**src/hw/rtl/tsrr_pkg.sv**
```systemverilog
// ----------------------------------------------------------------------------
// tsrr_pkg
// shared constants, codes and types for the time-sliced round-robin sharer
// ----------------------------------------------------------------------------
package tsrr_pkg;

  localparam int MAX_MEMBERS = 8;
  localparam int ID_BITS     = 8;
  localparam int IDX_W       = $clog2(MAX_MEMBERS);
  localparam int CNT_W       = $clog2(MAX_MEMBERS + 1);
  localparam int SLICE_W     = 8;
  localparam int DIV_STEPS   = SLICE_W + 1;
  localparam int STEP_W      = $clog2(DIV_STEPS + 1);

  // item modes
  localparam logic [1:0] MODE_TICK   = 2'd0;
  localparam logic [1:0] MODE_ADD    = 2'd1;
  localparam logic [1:0] MODE_REMOVE = 2'd2;

  // result status codes
  localparam logic [1:0] ST_OK      = 2'd0;
  localparam logic [1:0] ST_FULL    = 2'd1;
  localparam logic [1:0] ST_MISSING = 2'd2;

  typedef enum logic [6:0] {
    S_IDLE = 7'b0000001,
    S_SRCH = 7'b0000010,
    S_SHFT = 7'b0000100,
    S_MOD  = 7'b0001000,
    S_RDG  = 7'b0010000,
    S_RDU  = 7'b0100000,
    S_OUT  = 7'b1000000
  } state_t;

endpackage

```
**src/hw/rtl/time_slice_round_robin_sharer_core.sv**
```systemverilog
// ----------------------------------------------------------------------------
// time_slice_round_robin_sharer_core
// ordered list of requester ids sharing one resource, granted in time slices
// ----------------------------------------------------------------------------
//
//  channel  ports                                  handshake
//  -------  -------------------------------------  ------------------------
//  input    in_mode, in_id                          start && !busy
//  result   out_granted_valid .. out_status         out_valid, one cycle
//  config   cfg_slot_length                         cfg_valid && cfg_ready
//
// busy is high while an item is being processed
//   add / unused mode / tick with under two : apply, read holder, read next, report
//   tick, two or more : the 9-step serial remainder unit, then read and report
//   remove            : bound by the single-port
//                       member list (one entry compared, then one entry moved per cycle)
// reset is synchronous active low; the member list itself is not cleared
// results cannot be stalled: out_valid pulses for one cycle per item
//
module time_slice_round_robin_sharer_core
  import tsrr_pkg::*;
(
  input  logic               clk,
  input  logic               rst_n,
  // input items
  input  logic               start,
  output logic               busy,
  input  logic [1:0]         in_mode,
  input  logic [ID_BITS-1:0] in_id,
  // results
  output logic               out_valid,
  output logic               out_granted_valid,
  output logic [ID_BITS-1:0] out_granted_id,
  output logic               out_upcoming_valid,
  output logic [ID_BITS-1:0] out_upcoming_id,
  output logic [3:0]         out_member_count,
  output logic [1:0]         out_status,
  // configuration
  input  logic               cfg_valid,
  output logic               cfg_ready,
  input  logic [SLICE_W-1:0] cfg_slot_length
);

  // control state
  state_t             state_r, state_nxt;
  logic [CNT_W-1:0]   count_r, count_nxt;
  logic [IDX_W-1:0]   holder_r, holder_nxt;
  logic [SLICE_W-1:0] slice_r, slice_nxt;
  logic [SLICE_W-1:0] slot_r;
  logic               chk_v_r, chk_v_nxt;
  logic               wv_r, wv_nxt;
  logic               out_valid_r, out_valid_nxt;

  // working payload
  logic [ID_BITS-1:0] id_r, id_nxt;
  logic [1:0]         status_r, status_nxt;
  logic [CNT_W-1:0]   scan_r, scan_nxt;
  logic [IDX_W-1:0]   chk_idx_r, chk_idx_nxt;
  logic [IDX_W-1:0]   pos_r, pos_nxt;
  logic [CNT_W-1:0]   shf_r, shf_nxt;
  logic [IDX_W-1:0]   wa_r, wa_nxt;
  logic [SLICE_W-1:0] rem_r, rem_nxt;
  logic [SLICE_W:0]   dvd_r, dvd_nxt;
  logic [STEP_W-1:0]  step_r, step_nxt;
  logic [ID_BITS-1:0] gid_r, gid_nxt;

  // result registers
  logic               out_gv_r, out_gv_nxt;
  logic [ID_BITS-1:0] out_gid_r, out_gid_nxt;
  logic               out_uv_r, out_uv_nxt;
  logic [ID_BITS-1:0] out_uid_r, out_uid_nxt;
  logic [3:0]         out_cnt_r, out_cnt_nxt;
  logic [1:0]         out_st_r, out_st_nxt;

  // member list: single write port, single registered read port
  logic [ID_BITS-1:0] mem [MAX_MEMBERS];
  logic [IDX_W-1:0]   rd_addr;
  logic [ID_BITS-1:0] rd_data_r;
  logic               mem_we;
  logic [IDX_W-1:0]   mem_wa;
  logic [ID_BITS-1:0] mem_wd;

  // shared remainder step and helpers
  logic [SLICE_W-1:0] slot_eff;
  logic [SLICE_W:0]   trial;
  logic [SLICE_W:0]   divisor;
  logic [SLICE_W-1:0] rem_step;
  logic [CNT_W-1:0]   holder_inc;
  logic [IDX_W-1:0]   next_idx;
  logic [CNT_W-1:0]   new_cnt;
  logic [CNT_W-1:0]   pos_inc;

  logic accept;

  assign accept    = start && (state_r == S_IDLE);
  assign busy      = (state_r != S_IDLE);
  assign cfg_ready = 1'b1;

  // a slot length of zero behaves as one
  assign slot_eff = (slot_r == '0) ? SLICE_W'(1) : slot_r;

  // one restoring remainder step: bring in the next dividend bit, subtract if it fits
  assign divisor  = {1'b0, slot_eff};
  assign trial    = {rem_r, dvd_r[SLICE_W]};
  assign rem_step = (trial >= divisor) ? SLICE_W'(trial - divisor) : trial[SLICE_W-1:0];

  // circular successor of the holder
  assign holder_inc = CNT_W'(holder_r) + CNT_W'(1);
  assign next_idx   = (holder_inc >= count_r) ? '0 : holder_inc[IDX_W-1:0];

  // repointing after a remove
  assign new_cnt = count_r - CNT_W'(1);
  assign pos_inc = CNT_W'(pos_r) + CNT_W'(1);

  always_comb begin
    case (state_r)
      S_SRCH:  rd_addr = scan_r[IDX_W-1:0];
      S_SHFT:  rd_addr = shf_r[IDX_W-1:0];
      S_RDG:   rd_addr = holder_r;
      S_RDU:   rd_addr = next_idx;
      default: rd_addr = holder_r;
    endcase
  end

  always_comb begin
    state_nxt     = state_r;
    count_nxt     = count_r;
    holder_nxt    = holder_r;
    slice_nxt     = slice_r;
    chk_v_nxt     = chk_v_r;
    wv_nxt        = wv_r;
    out_valid_nxt = 1'b0;
    id_nxt        = id_r;
    status_nxt    = status_r;
    scan_nxt      = scan_r;
    chk_idx_nxt   = chk_idx_r;
    pos_nxt       = pos_r;
    shf_nxt       = shf_r;
    wa_nxt        = wa_r;
    rem_nxt       = rem_r;
    dvd_nxt       = dvd_r;
    step_nxt      = step_r;
    gid_nxt       = gid_r;
    out_gv_nxt    = out_gv_r;
    out_gid_nxt   = out_gid_r;
    out_uv_nxt    = out_uv_r;
    out_uid_nxt   = out_uid_r;
    out_cnt_nxt   = out_cnt_r;
    out_st_nxt    = out_st_r;
    mem_we        = 1'b0;
    mem_wa        = wa_r;
    mem_wd        = rd_data_r;

    case (state_r)
      S_IDLE: begin
        if (accept) begin
          id_nxt     = in_id;
          status_nxt = ST_OK;
          state_nxt  = S_RDG;
          case (in_mode)
            MODE_TICK: begin
              if (count_r >= CNT_W'(2)) begin
                // counter update goes through the serial remainder unit
                rem_nxt  = '0;
                step_nxt = '0;
                if (slice_r == '0) begin
                  holder_nxt = next_idx;
                  dvd_nxt    = (SLICE_W+1)'(1);
                end else begin
                  dvd_nxt = {1'b0, slice_r} + (SLICE_W+1)'(1);
                end
                state_nxt = S_MOD;
              end
            end
            MODE_ADD: begin
              if (count_r == CNT_W'(MAX_MEMBERS)) begin
                status_nxt = ST_FULL;
              end else begin
                mem_we    = 1'b1;
                mem_wa    = count_r[IDX_W-1:0];
                mem_wd    = in_id;
                count_nxt = count_r + CNT_W'(1);
                if (count_r <= CNT_W'(1)) begin
                  holder_nxt = '0;
                end
                if (count_r == CNT_W'(1)) begin
                  slice_nxt = '0;
                end
              end
            end
            MODE_REMOVE: begin
              scan_nxt  = '0;
              chk_v_nxt = 1'b0;
              state_nxt = S_SRCH;
            end
            default: ;
          endcase
        end
      end

      S_SRCH: begin
        // one read issued and one entry compared per cycle
        if (chk_v_r && (rd_data_r == id_r)) begin
          pos_nxt   = chk_idx_r;
          shf_nxt   = CNT_W'(chk_idx_r) + CNT_W'(1);
          wv_nxt    = 1'b0;
          chk_v_nxt = 1'b0;
          state_nxt = S_SHFT;
        end else if (!chk_v_r && (scan_r >= count_r)) begin
          status_nxt = ST_MISSING;
          state_nxt  = S_RDG;
        end else begin
          chk_v_nxt   = (scan_r < count_r);
          chk_idx_nxt = scan_r[IDX_W-1:0];
          if (scan_r < count_r) begin
            scan_nxt = scan_r + CNT_W'(1);
          end
        end
      end

      S_SHFT: begin
        // close the gap: read entry k+1, write it to k on the next cycle
        if (wv_r) begin
          mem_we = 1'b1;
          mem_wa = wa_r;
          mem_wd = rd_data_r;
        end
        if (shf_r < count_r) begin
          wv_nxt  = 1'b1;
          wa_nxt  = IDX_W'(shf_r - CNT_W'(1));
          shf_nxt = shf_r + CNT_W'(1);
        end else begin
          wv_nxt = 1'b0;
          if (!wv_r) begin
            count_nxt = new_cnt;
            state_nxt = S_RDG;
            if (new_cnt <= CNT_W'(1)) begin
              holder_nxt = '0;
            end else if (pos_inc >= new_cnt) begin
              holder_nxt = IDX_W'(pos_inc - new_cnt);
            end else begin
              holder_nxt = pos_inc[IDX_W-1:0];
            end
            if (new_cnt == CNT_W'(1)) begin
              slice_nxt = '0;
            end
          end
        end
      end

      S_MOD: begin
        rem_nxt  = rem_step;
        dvd_nxt  = {dvd_r[SLICE_W-1:0], 1'b0};
        step_nxt = step_r + STEP_W'(1);
        if (step_r == STEP_W'(DIV_STEPS - 1)) begin
          slice_nxt = rem_step;
          state_nxt = S_RDG;
        end
      end

      S_RDG: begin
        state_nxt = S_RDU;
      end

      S_RDU: begin
        gid_nxt   = rd_data_r;
        state_nxt = S_OUT;
      end

      S_OUT: begin
        out_valid_nxt = 1'b1;
        out_gv_nxt    = (count_r != '0);
        out_gid_nxt   = (count_r != '0) ? gid_r : '0;
        out_uv_nxt    = (count_r > CNT_W'(1));
        out_uid_nxt   = (count_r > CNT_W'(1)) ? rd_data_r : '0;
        out_cnt_nxt   = 4'(count_r);
        out_st_nxt    = status_r;
        state_nxt     = S_IDLE;
      end

      default: begin
        state_nxt = S_IDLE;
      end
    endcase
  end

  // control registers
  always_ff @(posedge clk) begin
    if (!rst_n) begin
      state_r     <= S_IDLE;
      count_r     <= '0;
      holder_r    <= '0;
      slice_r     <= '0;
      slot_r      <= SLICE_W'(1);
      chk_v_r     <= 1'b0;
      wv_r        <= 1'b0;
      out_valid_r <= 1'b0;
    end else begin
      state_r     <= state_nxt;
      count_r     <= count_nxt;
      holder_r    <= holder_nxt;
      slice_r     <= slice_nxt;
      chk_v_r     <= chk_v_nxt;
      wv_r        <= wv_nxt;
      out_valid_r <= out_valid_nxt;
      if (cfg_valid && cfg_ready) begin
        slot_r <= cfg_slot_length;
      end
    end
  end

  // payload registers
  always_ff @(posedge clk) begin
    id_r      <= id_nxt;
    status_r  <= status_nxt;
    scan_r    <= scan_nxt;
    chk_idx_r <= chk_idx_nxt;
    pos_r     <= pos_nxt;
    shf_r     <= shf_nxt;
    wa_r      <= wa_nxt;
    rem_r     <= rem_nxt;
    dvd_r     <= dvd_nxt;
    step_r    <= step_nxt;
    gid_r     <= gid_nxt;
    out_gv_r  <= out_gv_nxt;
    out_gid_r <= out_gid_nxt;
    out_uv_r  <= out_uv_nxt;
    out_uid_r <= out_uid_nxt;
    out_cnt_r <= out_cnt_nxt;
    out_st_r  <= out_st_nxt;
  end

  // member list storage
  always_ff @(posedge clk) begin
    if (mem_we) begin
      mem[mem_wa] <= mem_wd;
    end
    rd_data_r <= mem[rd_addr];
  end

  assign out_valid          = out_valid_r;
  assign out_granted_valid  = out_gv_r;
  assign out_granted_id     = out_gid_r;
  assign out_upcoming_valid = out_uv_r;
  assign out_upcoming_id    = out_uid_r;
  assign out_member_count   = out_cnt_r;
  assign out_status         = out_st_r;

endmodule

```
**config.mk**
```make
export PLATFORM = sky130hd
export DESIGN_NAME = time_slice_round_robin_sharer_core
export DESIGN_NICKNAME = d
export VERILOG_FILES = /design/src/hw/rtl/tsrr_pkg.sv /design/src/hw/rtl/time_slice_round_robin_sharer_core.sv
export SDC_FILE = /design/constraint.sdc
export NUM_CORES = 1
export LEC_CHECK = 0
export BUFFER_PORTS_ARGS = -buffer_cell sky130_fd_sc_hd__clkbuf_2
export CAP_MARGIN = 20
export CORE_ASPECT_RATIO = 0.9
export CORE_MARGIN = 2
export CORE_UTILIZATION = 50
export CTS_CLUSTER_DIAMETER = 50
export DETAILED_ROUTE_END_ITERATION = 12
export PLACE_DENSITY = 0.65
export SYNTH_ARGS = -nofsm -noshare
export SYNTH_HDL_FRONTEND = slang
export SYNTH_SLANG_ARGS = --single-unit
```
**constraint.sdc**
```tcl
create_clock -name clk -period 7.1 [get_ports clk]
set_clock_uncertainty 0.05 [all_clocks]
set_input_delay 1.775 -clock clk [delete_from_list [all_inputs] [get_ports clk]]
set_output_delay 1.775 -clock clk [all_outputs]
set_load 0.01 [all_outputs]
```
==> impl_results.md <==
* Relative slew slack at 0.353
* Reg2Reg Launch Point: count_r[1]
* Overflow after GRT at 0
* P per Cell Area at approximately 260 mW/mm2
* Total Neg Setup Slack at 0 ns
* Final setup fails at 0
* Syn Inst Count at between 700 and 800
* Vias in the first global route at 5,750
* Area grow syn2layout at 11.8%
* Pins Over Slew Limit at 0
* Via count at 5,751
* Drt wl/cell at 19.4 um
* Dpl cell area at 0.00942 mm2
* Site Rows at 46
* Critical Path Sink: mem[2][0]
* Synthesis Warnings at 0
* Post-Synthesis Cell Area at 0.00899 mm2
* Synth unique cells at slightly above 80
* Initial DRC Count at between 400 and 500
* Async SR Flop Fraction at 0
* Synth Net Count at just under 800
* Metal1 wirelength at 9020 um
* Leak at 3.60 nW
* Crit path from: in_mode[0]
* Met3 Wirelength at between 800 and 900 um
* RD Place Congestion at 0.853
* Reg2reg path depth at 7
* RSZ-0062 raised after global routing: false
* Hold crit path type: flip-flop to flip-flop
* Reg2Reg Capture Point: mem[2][0]
* Post-synth EDFFs at 144
* Largest net degree at the start of global routing at 34
* I/O Pins at 49
* WP data required at a little over 7 ns
* Crit path max fanout at 18
* Initial Util at 0.510
* Slew @ Worst Pin at slightly below 1 ns
* Crit. End Element: flip-flop
* CTS tree: built
* Ant diodes at 0
* # placed instances at 982
* Post-Layout Cell Count at 1,014
* Layout cells sized above 1 at 0.168
* Met2 wire length at around 9400 um
* Post-route DRC at 0
* Max-Cap Viols at 0
* Final period util at 0.573
* Vias per cell at approximately 5.7
* Setup bufs post-CTS at 0
* Antenna-violating nets left at 0
* Tmin final at a little over 4 ns
* Root buf cell: clkbuf_16
* GRT Total Usage at 0.214
* Resize count post-CTS at 0
* Crit path DAT at just over 4 ns
* Clk Latency, worst-skew pair at about 0.44 ns
* Outcome: complete, no violations
* TritonRoute pass-1 iters at 5
* Die W at between 100 and 150 um
* Clock slew at reported path FFs at approximately 0.08 ns
* Final Cell Area at between 0.01 and 0.015 mm2
* H-tree depth at 4
* Flop2flop setup slack at 3.45 ns
* Core Area at around 0.018 mm2
* NumNets Final at around 820
* Die H at ~130 um
* Main synth FF type: edfxtp_1
* Detailed Route WL at between 15,000 and 20,000 um
* Endpoints failing hold at 0
* Port Buf Inserts at 47
* CTS Sinks at about 190
* Setup Crit Path Kind: input port to flip-flop
* Total die area at roughly 0.019 mm2
* First-pass GRT wire length at 31,600 um
* Post-DP HPWL at about 14,000 um
* Initial antenna violation count at 0
* Inserted Clock Buffers at 17
* Maximum clock path buffer count at 2
* Post-synthesis sequential area ratio at 0.573
* CTS hold repair buffers at 0
* Worst VDD drop at 0.000130 V
* Highest Signal Layer: met4
* Synth Register Bits at 185
* Mapped Avg Cell Area at 12.7 um2
* Type of origin of the critical path: input port
* Fmax at 0.246 GHz
## final cells by class
cell class	instances	area, um2
clock inverters	15	194
well taps	240	300
fillers	1461	7570
multi-input cells	468	3570
flip-flops and latches	185	5140
clock buffers	17	425
repair buffers	52	273
inverters	37	140
## stage by stage
stage                util  total power, mW  worst slack, ns  hold slack (ns)
floorplan               -             1.58             3.53            0.350
global placement    0.535             1.66             2.79            0.364
detailed placement  0.535             1.68             2.70            0.372
CTS                 0.570             2.63             3.06            0.380
global route        0.570             2.72             2.80            0.382
finish              0.570             2.63             3.03            0.384
## worst max-delay path, cell delays in order
cell and delay, ns:
clkbuf_2 0.10, nor2b_1 0.34, nand2_1 0.16, nor2_2 0.75
a21oi_1 0.32, nor2_1 0.64
## cells by family (layout without fill, tap and decap cells)
family | Yosys count | in the layout | synth area share
AOI/OAI and AO/OA | 101 | 101 | 0.0856
adders and majority gates | 40 | 40 | 0.0574
buffers and inverters | 55 | 121 | 0.0306
and+or+nand+nor | 211 | 211 | 0.127
DFF | 185 | 185 | 0.573
xor gates and xnor gates | 35 | 35 | 0.0341
other | 1 | 1 | 0.000417
muxes | 80 | 80 | 0.0922
## sequential cells by signal, summed over array words and instances (netlist names), 2 cells and up
signal            count
out_member_count      4
status_r              2
pos_r                 3
dvd_r                 9
chk_idx_r             3
out_granted_id        8
slice_r               8
rd_data_r             8
mem                  64
rem_r                 8
shf_r                 4
state_r               7
gid_r                 8
out_status            2
count_r               4
wa_r                  3
id_r                  8
slot_r                8
out_upcoming_id       8
holder_r              3
scan_r                4
step_r                4
## where the power goes
group	leakage [nW]	internal, mW	total, mW	switching [mW]
Clock	0.300	0.483	0.970	0.486
Sequential	1.64	1.23	1.27	0.0381
Combinational	1.66	0.157	0.386	0.229
Total	3.60	1.87	2.63	0.753
## worst min path at each step
stage                startpoint  cells past startpoint  slack (ns)            end
detailed placement  status_r[1]                      0        0.37  out_status[1]
finish              status_r[1]                      0        0.38  out_status[1]
global placement    status_r[0]                      0        0.36  out_status[0]
global route        status_r[1]                      0        0.38  out_status[1]
CTS                 status_r[1]                      0        0.38  out_status[1]
floorplan           status_r[0]                      0        0.35  out_status[0]
## per-layer routing
metal  track usage  up-vias
li1              -     2721
met1         0.296     2853
met2         0.343      150
met3        0.0372       27
met4        0.0730        0
met5             0        -
## cell usage in the layout, fill, tap and decap left out, drive strengths merged, types with 22 or more instances in the layout
master  Yosys  final
ha         38     38
inv        35     42
nand2      43     43
mux2       22     22
clkbuf      9     64
nor2       58     58
dfxtp      41     41
o21ai      28     28
edfxtp    144    144
mux2i      58     58
## cells in the mapped netlist, types with 4 or more instances
cell type,instances,share of area
o21a_1,4,0.0033
ha_1,38,0.053
nor2b_1,13,0.0091
and2_1,20,0.014
a21oi_1,15,0.0084
o21ai_1,5,0.0028
clkbuf_1,9,0.0038
edfxtp_1,144,0.48
dfxtp_1,41,0.091
nor2_1,56,0.023
nor3b_1,5,0.0042
nand4_1,7,0.0049
a32o_1,6,0.0067
xnor2_1,20,0.019
xor2_1,15,0.015
nand2b_1,7,0.0049
nor4_1,4,0.0028
mux2i_1,58,0.065
a31oi_1,5,0.0035
a21o_1,4,0.0033
o22ai_1,4,0.0028
a211oi_1,5,0.0042
inv_1,34,0.014
nand2_1,42,0.018
nor3_1,12,0.0067
nand3_1,14,0.0078
o21ai_0,23,0.013
mux2_2,22,0.028
and3_1,6,0.0042
(Power assumes the default switching activity.)
